===== src/rtl/socd_last_input_priority_defines.svh =====
// Assertion macros for the SOCD last-input-priority block.
// The macros expect clk and arst_n to be visible where they are used.
`ifndef SOCD_LAST_INPUT_PRIORITY_DEFINES_SVH
`define SOCD_LAST_INPUT_PRIORITY_DEFINES_SVH
`ifndef SYNTHESIS
// Same-cycle implication, disabled during reset.
`define SOCD_ASSERT_IMP(lbl, ante, cons) \
	lbl: assert property (@(posedge clk) disable iff (!arst_n) (ante) |-> (cons)) \
		else $error("socd: assertion failed");
// Next-cycle implication, disabled during reset.
`define SOCD_ASSERT_NXT(lbl, ante, cons) \
	lbl: assert property (@(posedge clk) disable iff (!arst_n) (ante) |=> (cons)) \
		else $error("socd: assertion failed");
`else
`define SOCD_ASSERT_IMP(lbl, ante, cons)
`define SOCD_ASSERT_NXT(lbl, ante, cons)
`endif
`endif


===== src/rtl/socd_pkg.sv =====
// Shared constants, types and controller codes for the SOCD block.
`timescale 1ns / 1ps
package socd_pkg;

	localparam int PAIR_SLOTS = 8;
	localparam int CODE_W     = 32;
	localparam int IDX_W      = (PAIR_SLOTS > 1) ? $clog2(PAIR_SLOTS) : 1;

	typedef logic [CODE_W-1:0] code_t;
	typedef logic [IDX_W-1:0]  idx_t;

	// Controller states
	typedef enum logic [2:0] {
		S_IDLE,
		S_SCAN,
		S_UPDATE,
		S_OUT0,
		S_OUT1
	} state_t;

	// Commands from controller to datapath
	typedef struct packed {
		logic load;       // capture input item, restart scan
		logic scan_next;  // advance scan index
		logic claim;      // write pair into free slot at scan index
		logic update;     // update held flags, build results
		logic full;       // build pass-through result
		logic sel1;       // drive second result on output
	} cmd_t;

	// Status from datapath to controller
	typedef struct packed {
		logic hit;        // slot at scan index holds this pair
		logic free_slot;  // slot at scan index is unused
		logic at_end;     // scan index is the last slot
		logic two;        // current item produces two results
	} sts_t;

endpackage


===== src/rtl/socd_if.sv =====
// Valid/ready channel interfaces for key events and emitted results.
`timescale 1ns / 1ps
interface socd_in_if;
	import socd_pkg::*;
	logic  valid;
	logic  ready;
	logic  command;
	code_t key_code;
	code_t opposing_code;

	modport source (output valid, command, key_code, opposing_code, input ready);
	modport sink   (input valid, command, key_code, opposing_code, output ready);
endinterface

interface socd_out_if;
	import socd_pkg::*;
	logic  valid;
	logic  ready;
	code_t out_code;
	logic  out_pressed;
	logic  table_full;
	logic  last;

	modport source (output valid, out_code, out_pressed, table_full, last, input ready);
	modport sink   (input valid, out_code, out_pressed, table_full, last, output ready);
endinterface


===== src/rtl/socd_datapath.sv =====
// Pair table, scan index, held flags and result registers.
`timescale 1ns / 1ps
`include "socd_last_input_priority_defines.svh"
module socd_datapath import socd_pkg::*; (
	input  logic  clk,
	input  logic  arst_n,
	input  cmd_t  cmd,
	output sts_t  sts,
	input  logic  command,
	input  code_t key_code,
	input  code_t opposing_code,
	output code_t out_code,
	output logic  out_pressed,
	output logic  table_full,
	output logic  last
);

	// Pair table
	code_t                 low_code_q  [PAIR_SLOTS];
	code_t                 high_code_q [PAIR_SLOTS];
	logic [PAIR_SLOTS-1:0] low_held_q;
	logic [PAIR_SLOTS-1:0] high_held_q;
	logic [PAIR_SLOTS-1:0] slot_valid_q;

	// Captured item
	logic  release_q;
	logic  is_low_q;
	code_t key_q;
	code_t opp_q;
	code_t lo_q;
	code_t hi_q;
	idx_t  idx_q;

	// Results
	code_t code0_q;
	code_t code1_q;
	logic  pressed0_q;
	logic  last0_q;
	logic  full_q;
	logic  two_q;

	logic  is_low;
	logic  other_held;

	assign is_low = key_code <= opposing_code;

	// Capture item, order the pair
	always_ff @(posedge clk) begin
		if (cmd.load) begin
			release_q <= command;
			is_low_q  <= is_low;
			key_q     <= key_code;
			opp_q     <= opposing_code;
			lo_q      <= is_low ? key_code : opposing_code;
			hi_q      <= is_low ? opposing_code : key_code;
		end
	end

	// Scan index
	always_ff @(posedge clk or negedge arst_n) begin
		if (!arst_n) begin
			idx_q <= '0;
		end else if (cmd.load) begin
			idx_q <= '0;
		end else if (cmd.scan_next) begin
			idx_q <= idx_q + 1'b1;
		end
	end

	// Slot status at scan index
	assign sts.hit       = slot_valid_q[idx_q] && (low_code_q[idx_q] == lo_q)
	                       && (high_code_q[idx_q] == hi_q);
	assign sts.free_slot = !slot_valid_q[idx_q];
	assign sts.at_end    = idx_q == IDX_W'(PAIR_SLOTS - 1);
	assign sts.two       = two_q;

	// Pair codes, written on claim
	always_ff @(posedge clk) begin
		if (cmd.claim) begin
			low_code_q[idx_q]  <= lo_q;
			high_code_q[idx_q] <= hi_q;
		end
	end

	// Opponent flag is the other key of the pair
	assign other_held = is_low_q ? high_held_q[idx_q] : low_held_q[idx_q];

	// Valid and held flags
	always_ff @(posedge clk or negedge arst_n) begin
		if (!arst_n) begin
			slot_valid_q <= '0;
			low_held_q   <= '0;
			high_held_q  <= '0;
		end else if (cmd.claim) begin
			slot_valid_q[idx_q] <= 1'b1;
			low_held_q[idx_q]   <= 1'b0;
			high_held_q[idx_q]  <= 1'b0;
		end else if (cmd.update) begin
			if (is_low_q) begin
				low_held_q[idx_q] <= !release_q;
			end else begin
				high_held_q[idx_q] <= !release_q;
			end
		end
	end

	// Result count
	always_ff @(posedge clk or negedge arst_n) begin
		if (!arst_n) begin
			two_q <= 1'b0;
		end else if (cmd.update) begin
			two_q <= other_held;
		end else if (cmd.full) begin
			two_q <= 1'b0;
		end
	end

	// Result payloads
	always_ff @(posedge clk) begin
		if (cmd.update) begin
			full_q  <= 1'b0;
			last0_q <= !other_held;
			if (!release_q) begin
				code0_q    <= other_held ? opp_q : key_q;
				pressed0_q <= !other_held;
				code1_q    <= key_q;
			end else begin
				code0_q    <= key_q;
				pressed0_q <= 1'b0;
				code1_q    <= opp_q;
			end
		end else if (cmd.full) begin
			full_q     <= 1'b1;
			last0_q    <= 1'b1;
			code0_q    <= key_q;
			pressed0_q <= !release_q;
		end
	end

	// Output select: second result is always a final press
	assign out_code    = cmd.sel1 ? code1_q : code0_q;
	assign out_pressed = cmd.sel1 ? 1'b1 : pressed0_q;
	assign table_full  = cmd.sel1 ? 1'b0 : full_q;
	assign last        = cmd.sel1 ? 1'b1 : last0_q;

	// Checks
	`SOCD_ASSERT_NXT(a_claim_sets_valid, cmd.claim, slot_valid_q[idx_q])
	`SOCD_ASSERT_IMP(a_full_only_when_all_used, cmd.full, &slot_valid_q)
	`SOCD_ASSERT_IMP(a_claim_on_free_only, cmd.claim, !slot_valid_q[idx_q])

endmodule


===== src/rtl/socd_ctrl.sv =====
// Controller: scan sequencing, result emission and handshakes.
`timescale 1ns / 1ps
`include "socd_last_input_priority_defines.svh"
module socd_ctrl import socd_pkg::*; (
	input  logic clk,
	input  logic arst_n,
	input  logic in_valid,
	output logic in_ready,
	output logic out_valid,
	input  logic out_ready,
	input  sts_t sts,
	output cmd_t cmd
);

	state_t state_q;
	state_t state_d;

	// State register
	always_ff @(posedge clk or negedge arst_n) begin
		if (!arst_n) begin
			state_q <= S_IDLE;
		end else begin
			state_q <= state_d;
		end
	end

	// Next state and commands
	always_comb begin
		state_d   = state_q;
		cmd       = '0;
		in_ready  = 1'b0;
		out_valid = 1'b0;
		unique case (state_q)
			S_IDLE: begin
				in_ready = 1'b1;
				if (in_valid) begin
					cmd.load = 1'b1;
					state_d  = S_SCAN;
				end
			end
			S_SCAN: begin
				priority if (sts.hit) begin
					state_d = S_UPDATE;
				end else if (sts.free_slot) begin
					cmd.claim = 1'b1;
					state_d   = S_UPDATE;
				end else if (sts.at_end) begin
					cmd.full = 1'b1;
					state_d  = S_OUT0;
				end else begin
					cmd.scan_next = 1'b1;
				end
			end
			S_UPDATE: begin
				cmd.update = 1'b1;
				state_d    = S_OUT0;
			end
			S_OUT0: begin
				out_valid = 1'b1;
				if (out_ready) begin
					state_d = sts.two ? S_OUT1 : S_IDLE;
				end
			end
			S_OUT1: begin
				out_valid = 1'b1;
				cmd.sel1  = 1'b1;
				if (out_ready) begin
					state_d = S_IDLE;
				end
			end
			default: begin
				state_d = S_IDLE;
			end
		endcase
	end

	// Checks
	`SOCD_ASSERT_IMP(a_no_accept_while_emitting, in_ready, !out_valid)
	`SOCD_ASSERT_IMP(a_second_only_when_two, state_q == S_OUT1, sts.two)
	`SOCD_ASSERT_NXT(a_hit_goes_update, state_q == S_SCAN && sts.hit, state_q == S_UPDATE)

endmodule


===== src/rtl/socd_last_input_priority.sv =====
// Top level of the SOCD last-input-priority resolver.
//
// Key events enter on the events channel (command, key_code,
// opposing_code); emitted key state changes leave on the results
// channel (out_code, out_pressed, table_full, last). A transfer happens
// when valid and ready are both high at a rising clock edge.
// Each event gives one or two results; last marks the final one.
// One event is handled at a time: events.ready is high only while idle.
// After an event transfer the slot scan checks one slot a cycle; a hit or
// a free slot leads on to one update step, a full table straight to the
// first result. Each result is held on the channel until it is taken.
// If the results receiver stalls, the current result holds and no new
// event is taken until all results of the current event have moved.
// Reset (arst_n low) clears the slot valid marks and held flags at once;
// no clearing pass is needed and the block is ready right after reset.
`timescale 1ns / 1ps
module socd_last_input_priority import socd_pkg::*; (
	input logic        clk,
	input logic        arst_n,
	socd_in_if.sink    events,
	socd_out_if.source results
);

	cmd_t cmd;
	sts_t sts;

	socd_ctrl u_ctrl (
		.clk       (clk),
		.arst_n    (arst_n),
		.in_valid  (events.valid),
		.in_ready  (events.ready),
		.out_valid (results.valid),
		.out_ready (results.ready),
		.sts       (sts),
		.cmd       (cmd)
	);

	socd_datapath u_datapath (
		.clk           (clk),
		.arst_n        (arst_n),
		.cmd           (cmd),
		.sts           (sts),
		.command       (events.command),
		.key_code      (events.key_code),
		.opposing_code (events.opposing_code),
		.out_code      (results.out_code),
		.out_pressed   (results.out_pressed),
		.table_full    (results.table_full),
		.last          (results.last)
	);

endmodule


===== src/flat_wrapper.sv =====
// flat-port wrapper written by rule: the top's interface ports become plain ports
module socd_last_input_priority_flat import socd_pkg::*;
  (clk, arst_n, events_valid, events_command, events_key_code, events_opposing_code, events_ready, results_valid, results_out_code, results_out_pressed, results_table_full, results_last, results_ready);
  socd_in_if events_i ();
  socd_out_if results_i ();
  input logic clk;
  input logic arst_n;
  input wire logic [$bits(events_i.valid)-1:0] events_valid;
  input wire logic [$bits(events_i.command)-1:0] events_command;
  input wire logic [$bits(events_i.key_code)-1:0] events_key_code;
  input wire logic [$bits(events_i.opposing_code)-1:0] events_opposing_code;
  output wire logic [$bits(events_i.ready)-1:0] events_ready;
  output wire logic [$bits(results_i.valid)-1:0] results_valid;
  output wire logic [$bits(results_i.out_code)-1:0] results_out_code;
  output wire logic [$bits(results_i.out_pressed)-1:0] results_out_pressed;
  output wire logic [$bits(results_i.table_full)-1:0] results_table_full;
  output wire logic [$bits(results_i.last)-1:0] results_last;
  input wire logic [$bits(results_i.ready)-1:0] results_ready;
  assign events_i.valid = events_valid;
  assign events_i.command = events_command;
  assign events_i.key_code = events_key_code;
  assign events_i.opposing_code = events_opposing_code;
  assign events_ready = events_i.ready;
  assign results_valid = results_i.valid;
  assign results_out_code = results_i.out_code;
  assign results_out_pressed = results_i.out_pressed;
  assign results_table_full = results_i.table_full;
  assign results_last = results_i.last;
  assign results_i.ready = results_ready;
  socd_last_input_priority u_core (.clk(clk), .arst_n(arst_n), .events(events_i), .results(results_i));
endmodule

===== config.mk =====
export PLATFORM = sky130hd
export DESIGN_NAME = socd_last_input_priority_flat
export DESIGN_NICKNAME = d
export VERILOG_FILES = /design/src/rtl/socd_pkg.sv /design/src/rtl/socd_if.sv /design/src/rtl/socd_datapath.sv /design/src/rtl/socd_ctrl.sv /design/src/rtl/socd_last_input_priority.sv /design/src/flat_wrapper.sv
export VERILOG_INCLUDE_DIRS = /design/src /design/src/rtl
export SDC_FILE = /design/constraint.sdc
export NUM_CORES = 1
export LEC_CHECK = 0
export BUFFER_PORTS_ARGS = -buffer_cell sky130_fd_sc_hd__buf_2
export CAP_MARGIN = 20
export CORE_ASPECT_RATIO = 1.5
export CORE_MARGIN = 1
export CORE_UTILIZATION = 45
export DETAILED_ROUTE_END_ITERATION = 16
export GPL_ROUTABILITY_DRIVEN = 1
export PLACE_DENSITY = 0.72
export SYNTH_ARGS = -nofsm -noshare
export SYNTH_HDL_FRONTEND = slang
export SYNTH_SLANG_ARGS = --single-unit

===== constraint.sdc =====
create_clock -name clk -period 6.2 [get_ports clk]
set_input_delay 0.93 -clock clk [delete_from_list [all_inputs] [get_ports clk]]
set_output_delay 0.93 -clock clk [all_outputs]
set_load 0.05 [all_outputs]

==> results <==
- The flow ran to the end, and the final reports show no timing, DRC or antenna violations.
- Of all cell types, the one taking the most synthesized area is sky130_fd_sc_hd__edfxtp_1.
- The detail-routed net length per standard cell is 25.8 um.
- The via count of the first global-routing pass is 15500.
- Across the run, the number of max-cap violations was 0.
- The summed area of non-filler cells in the final layout is 0.0338 mm^2.
- Input and output buffers added on the ports amount to 105.
- The setup TNS after final layout is 0 ns.
- Data arrives at the worst endpoint at 5.02 ns.
- Cells with a size suffix above 1 make up 29.7% of the layout.
- The time the worst path needs with I/O delays and setup is 4.75 ns.
- At the end of the flow the core is filled with cells to 51.4%.
- The worst hold-check path type is input port to asynchronous set/reset pin.
- Among all flip-flop cells after synthesis, the most frequent one is sky130_fd_sc_hd__edfxtp_1.
- The clock reaches the later pin of the worst-skew pair after 0.61 ns.
- Sorting the synthesized cells by how often they occur yields 708 x sky130_fd_sc_hd__edfxtp_1, 132 x sky130_fd_sc_hd__mux4_2, 131 x sky130_fd_sc_hd__mux2_2.
- TritonCTS built the clock tree.
- The initial antenna violation count was 7.
- The worst pin sits at a relative slew slack of 26.4%.
- The clock tree synthesis step divided the H-tree into 3 levels.
- When the netlist entered floorplanning its net count stood at 1650.
- Based on the critical path, the design can be clocked at up to 211 MHz.
- For this run, the total global-route usage over all layers was measured as 20.3%.
- After synthesis the netlist holds a flip-flop and latch count of 740.
- At the end of the flow, the number of nets in the layout was 1786.
- The most used standard cell by instance count after synthesis is sky130_fd_sc_hd__edfxtp_1.
- After detailed routing, the total wire length is 67300 um.
- The worst setup path is launched from a register.
- The die is 213 um wide.
- For met1 alone, demand over resource in global routing was 26.6%.
- The met2 demand-to-capacity share in global routing is 34.6%.
- In the synthesized netlist the async set-or-reset flop fraction comes to 4.19%.
- The area share of the largest cell type after synthesis is 70.9%.
- The final hold violation count is 0.
- In the post-route analysis, the smallest setup slack over all paths is 1.45 ns.
- The remaining antenna violation count after routing is 0.
- Setup repair after global routing left no endpoint under its margin.
- The startpoint identified for the worst register-to-register timing path is u_core.u_datapath.idx_q[1].
- The total power is 14.2 mW.
- Counting flops with a built-in enable in the synthesized netlist gives 708.
- Once placement finished, the instance area stood at 0.0317 mm^2.
- The routability congestion estimate is 0.851.
- The first global-routing pass estimated 99800 um of wire.
- After filler insertion, the fill cell instance count of the layout stands at 5169.
- The sequential cell area fraction in the yosys report is 73.5%.
- The total power divided by cell area is 422 mW/mm^2.
- The cell total after placement is 2491.
- The final hold slack is 0.402 ns.
- The first-pass iteration count of the detailed router is 5.
- The number of buffers created by CTS is 67.
- The HPWL after detailed placement is 40300 um.
- The placeable core region is 0.0658 mm^2.
- The number of sinks handled by clock tree synthesis is 740.
- After clock tree synthesis, the clock-pin slew on the worst setup and hold paths is 0.06 ns.
- The highest ir drop seen on vdd is 0.280 mV.
- The largest net degree at the start of global routing is 76.
- A synthesized cell averages 19.4 um^2.
- Using the TritonRoute via totals, the vias-per-cell ratio works out to 5.71.
- The netlist uses 45 different library cells.
- STA classifies the critical path endpoint as a register.
- The path type of the worst setup path is register to register.
- The deepest clock path buffer count is 3.
- The setup slack of the worst register-to-register path is 1.45 ns.
- Across the routed clock network, the largest skew measured is 0.0322 ns.
- The vias after detailed routing is 14900.
- The cell count after synthesis came out at 1547.
- The biggest fanout along the worst timing path is 46.
- Data on the critical path is required at its endpoint by 6.47 ns.
- The cts-stage hold buffer count is 0.
- The met3 track demand over resource is 3.61%.
- After detailed routing, the number of remaining DRC violations is 0.
- The floorplan step set the die height to 318 um.
- The number of cells in the finished layout apart from fillers is 2611.
- After layout, the worst path uses 76.6% of the clock period.
- The mapped netlist covers 0.0300 mm^2.
- The die covers 0.0677 mm^2.
- The cell leakage power is 11.3 nW.
- In the post-synthesis netlist, the biggest area contributors are sky130_fd_sc_hd__edfxtp_1 71%, sky130_fd_sc_hd__mux4_2 9.9%, sky130_fd_sc_hd__mux2_2 4.9%, sky130_fd_sc_hd__dfrtp_1 2.6%, sky130_fd_sc_hd__mux2i_1 2.3%.
- Measured in cells, the most critical reg-to-reg path has a length of 11.
- The final number of setup-violating endpoints is 0.
- The total overflow reported by the global router is 0.
- The layout overhead on the synthesized area is 12.7%.
- In this run the count of I/O pins placed on the die edge is 106.
- The tree is rooted in a sky130_fd_sc_hd__clkbuf_16.
- Gates resized during post-CTS repair numbered 0.
- The end of the worst register-to-register path is u_core.u_datapath.code0_q[13].
- In this run, the number of DRC markers left after iteration 0 of detailed routing was 1366.
- The buffers inserted during post-CTS setup optimization is 0.
- The layer with the highest usage is met2.
- At the pin with the least slew margin, the transition time is 1.10 ns.
- Row generation in the floorplan step produced 115 rows.
- The starting density of the core is 45.6%.
- For this run, the number of Yosys warnings is 0.
- The worst setup timing slack at the placement stage is 1.39 ns.
- The count of final max-slew check failures is 0.
## cells by family (layout without fill, tap and decap cells)
family | Yosys count | in the layout | share of synthesized area (%)
DFF | 740 | 740 | 73.5
muxes | 331 | 331 | 17.1
and+or+nand+nor | 200 | 200 | 3.09
buffers and inverters | 106 | 292 | 1.54
AOI/OAI and AO/OA | 72 | 72 | 1.45
xor gates and xnor gates | 64 | 64 | 1.87
adders and majority gates | 34 | 34 | 1.42
other | 0 | 1 | 0
## state kept, by name, summed over array words and instances, names as in the netlist, 3 cells and up
register                        cells
u_core.u_datapath.lo_q             32
u_core.u_datapath.low_code_q      256
u_core.u_ctrl.state_q               3
u_core.u_datapath.slot_valid_q      8
u_core.u_datapath.code1_q          32
u_core.u_datapath.low_held_q        8
u_core.u_datapath.key_q            32
u_core.u_datapath.idx_q             3
u_core.u_datapath.hi_q             32
u_core.u_datapath.high_held_q       8
u_core.u_datapath.code0_q          32
u_core.u_datapath.opp_q            32
u_core.u_datapath.high_code_q     256
## worst max-delay path by stage
| stage | depth (start not counted) | from | end | slack (ns) |
|---|---|---|---|---|
| 6_report | 11 | u_core.u_datapath.idx_q[1] | u_core.u_datapath.code0_q[13] | 1.45 |
| 5_1_grt | 11 | u_core.u_datapath.idx_q[1] | u_core.u_datapath.code0_q[13] | 1.14 |
| 4_1_cts | 11 | u_core.u_datapath.idx_q[1] | u_core.u_datapath.code0_q[4] | 1.38 |
| 3_5_place_dp | 11 | u_core.u_datapath.idx_q[1] | u_core.u_datapath.code0_q[11] | 1.39 |
| 3_3_place_gp | 11 | u_core.u_datapath.idx_q[1] | u_core.u_datapath.code0_q[5] | 1.39 |
| 2_1_floorplan | 7 | u_core.u_datapath.idx_q[0] | u_core.u_datapath.high_code_q[7][0] | 1.03 |
## worst max-delay path: stages, from the launching register on
cell and delay, ns:
sky130_fd_sc_hd__dfrtp_4 1.06, sky130_fd_sc_hd__buf_4 0.49, sky130_fd_sc_hd__mux4_2 0.56, sky130_fd_sc_hd__mux2i_1 0.20, sky130_fd_sc_hd__xnor2_1 0.09, sky130_fd_sc_hd__nor4_1 0.56
sky130_fd_sc_hd__nand4_1 0.17, sky130_fd_sc_hd__nor4_1 0.30, sky130_fd_sc_hd__a31oi_1 0.28, sky130_fd_sc_hd__nand2_1 0.20, sky130_fd_sc_hd__nand2_2 0.12, sky130_fd_sc_hd__buf_4 0.35
## layer usage
layer | routed length (um) | vias to the layer above | part of all wire [%]
met1 | 27100 | 7844 | 40
met5 | 41 | - | 0.061
met3 | 4140 | 99 | 6.1
li1 | - | 6406 | -
met4 | 1410 | 6 | 2.1
met2 | 34700 | 543 | 51
## cell type report
cell class,instances,area (um^2),share of cell area [%]
flip-flops and latches,740,22100,65.3
multi-input cells,701,7560,22.4
clock buffers,85,1810,5.35
well taps,877,1100,3.25
repair buffers,135,863,2.55
clock inverters,34,244,0.722
inverters,38,148,0.437
diodes,1,2.50,0.00741
## report_power, final
group	leakage (nW)	total, mW	internal, mW	switching (mW)
sequential	6.81	6.77	6.25	0.514
combinational	3.46	3.54	1.50	2.03
clock	1.01	3.94	2.19	1.75
total	11.3	14.2	9.95	4.30
## cell usage in the layout (no fill, tap or decap), drive strengths merged, types with 35 or more instances in the layout
| cell | netlist | routed |
|---|---|---|
| buf | 45 | 135 |
| mux2 | 131 | 131 |
| edfxtp | 708 | 708 |
| mux2i | 68 | 68 |
| mux4 | 132 | 132 |
| clkbuf | 23 | 85 |
| inv | 38 | 39 |
| xor2 | 41 | 41 |
| o21ai | 35 | 35 |
| nand2 | 113 | 113 |
(Power assumes the default switching activity.)
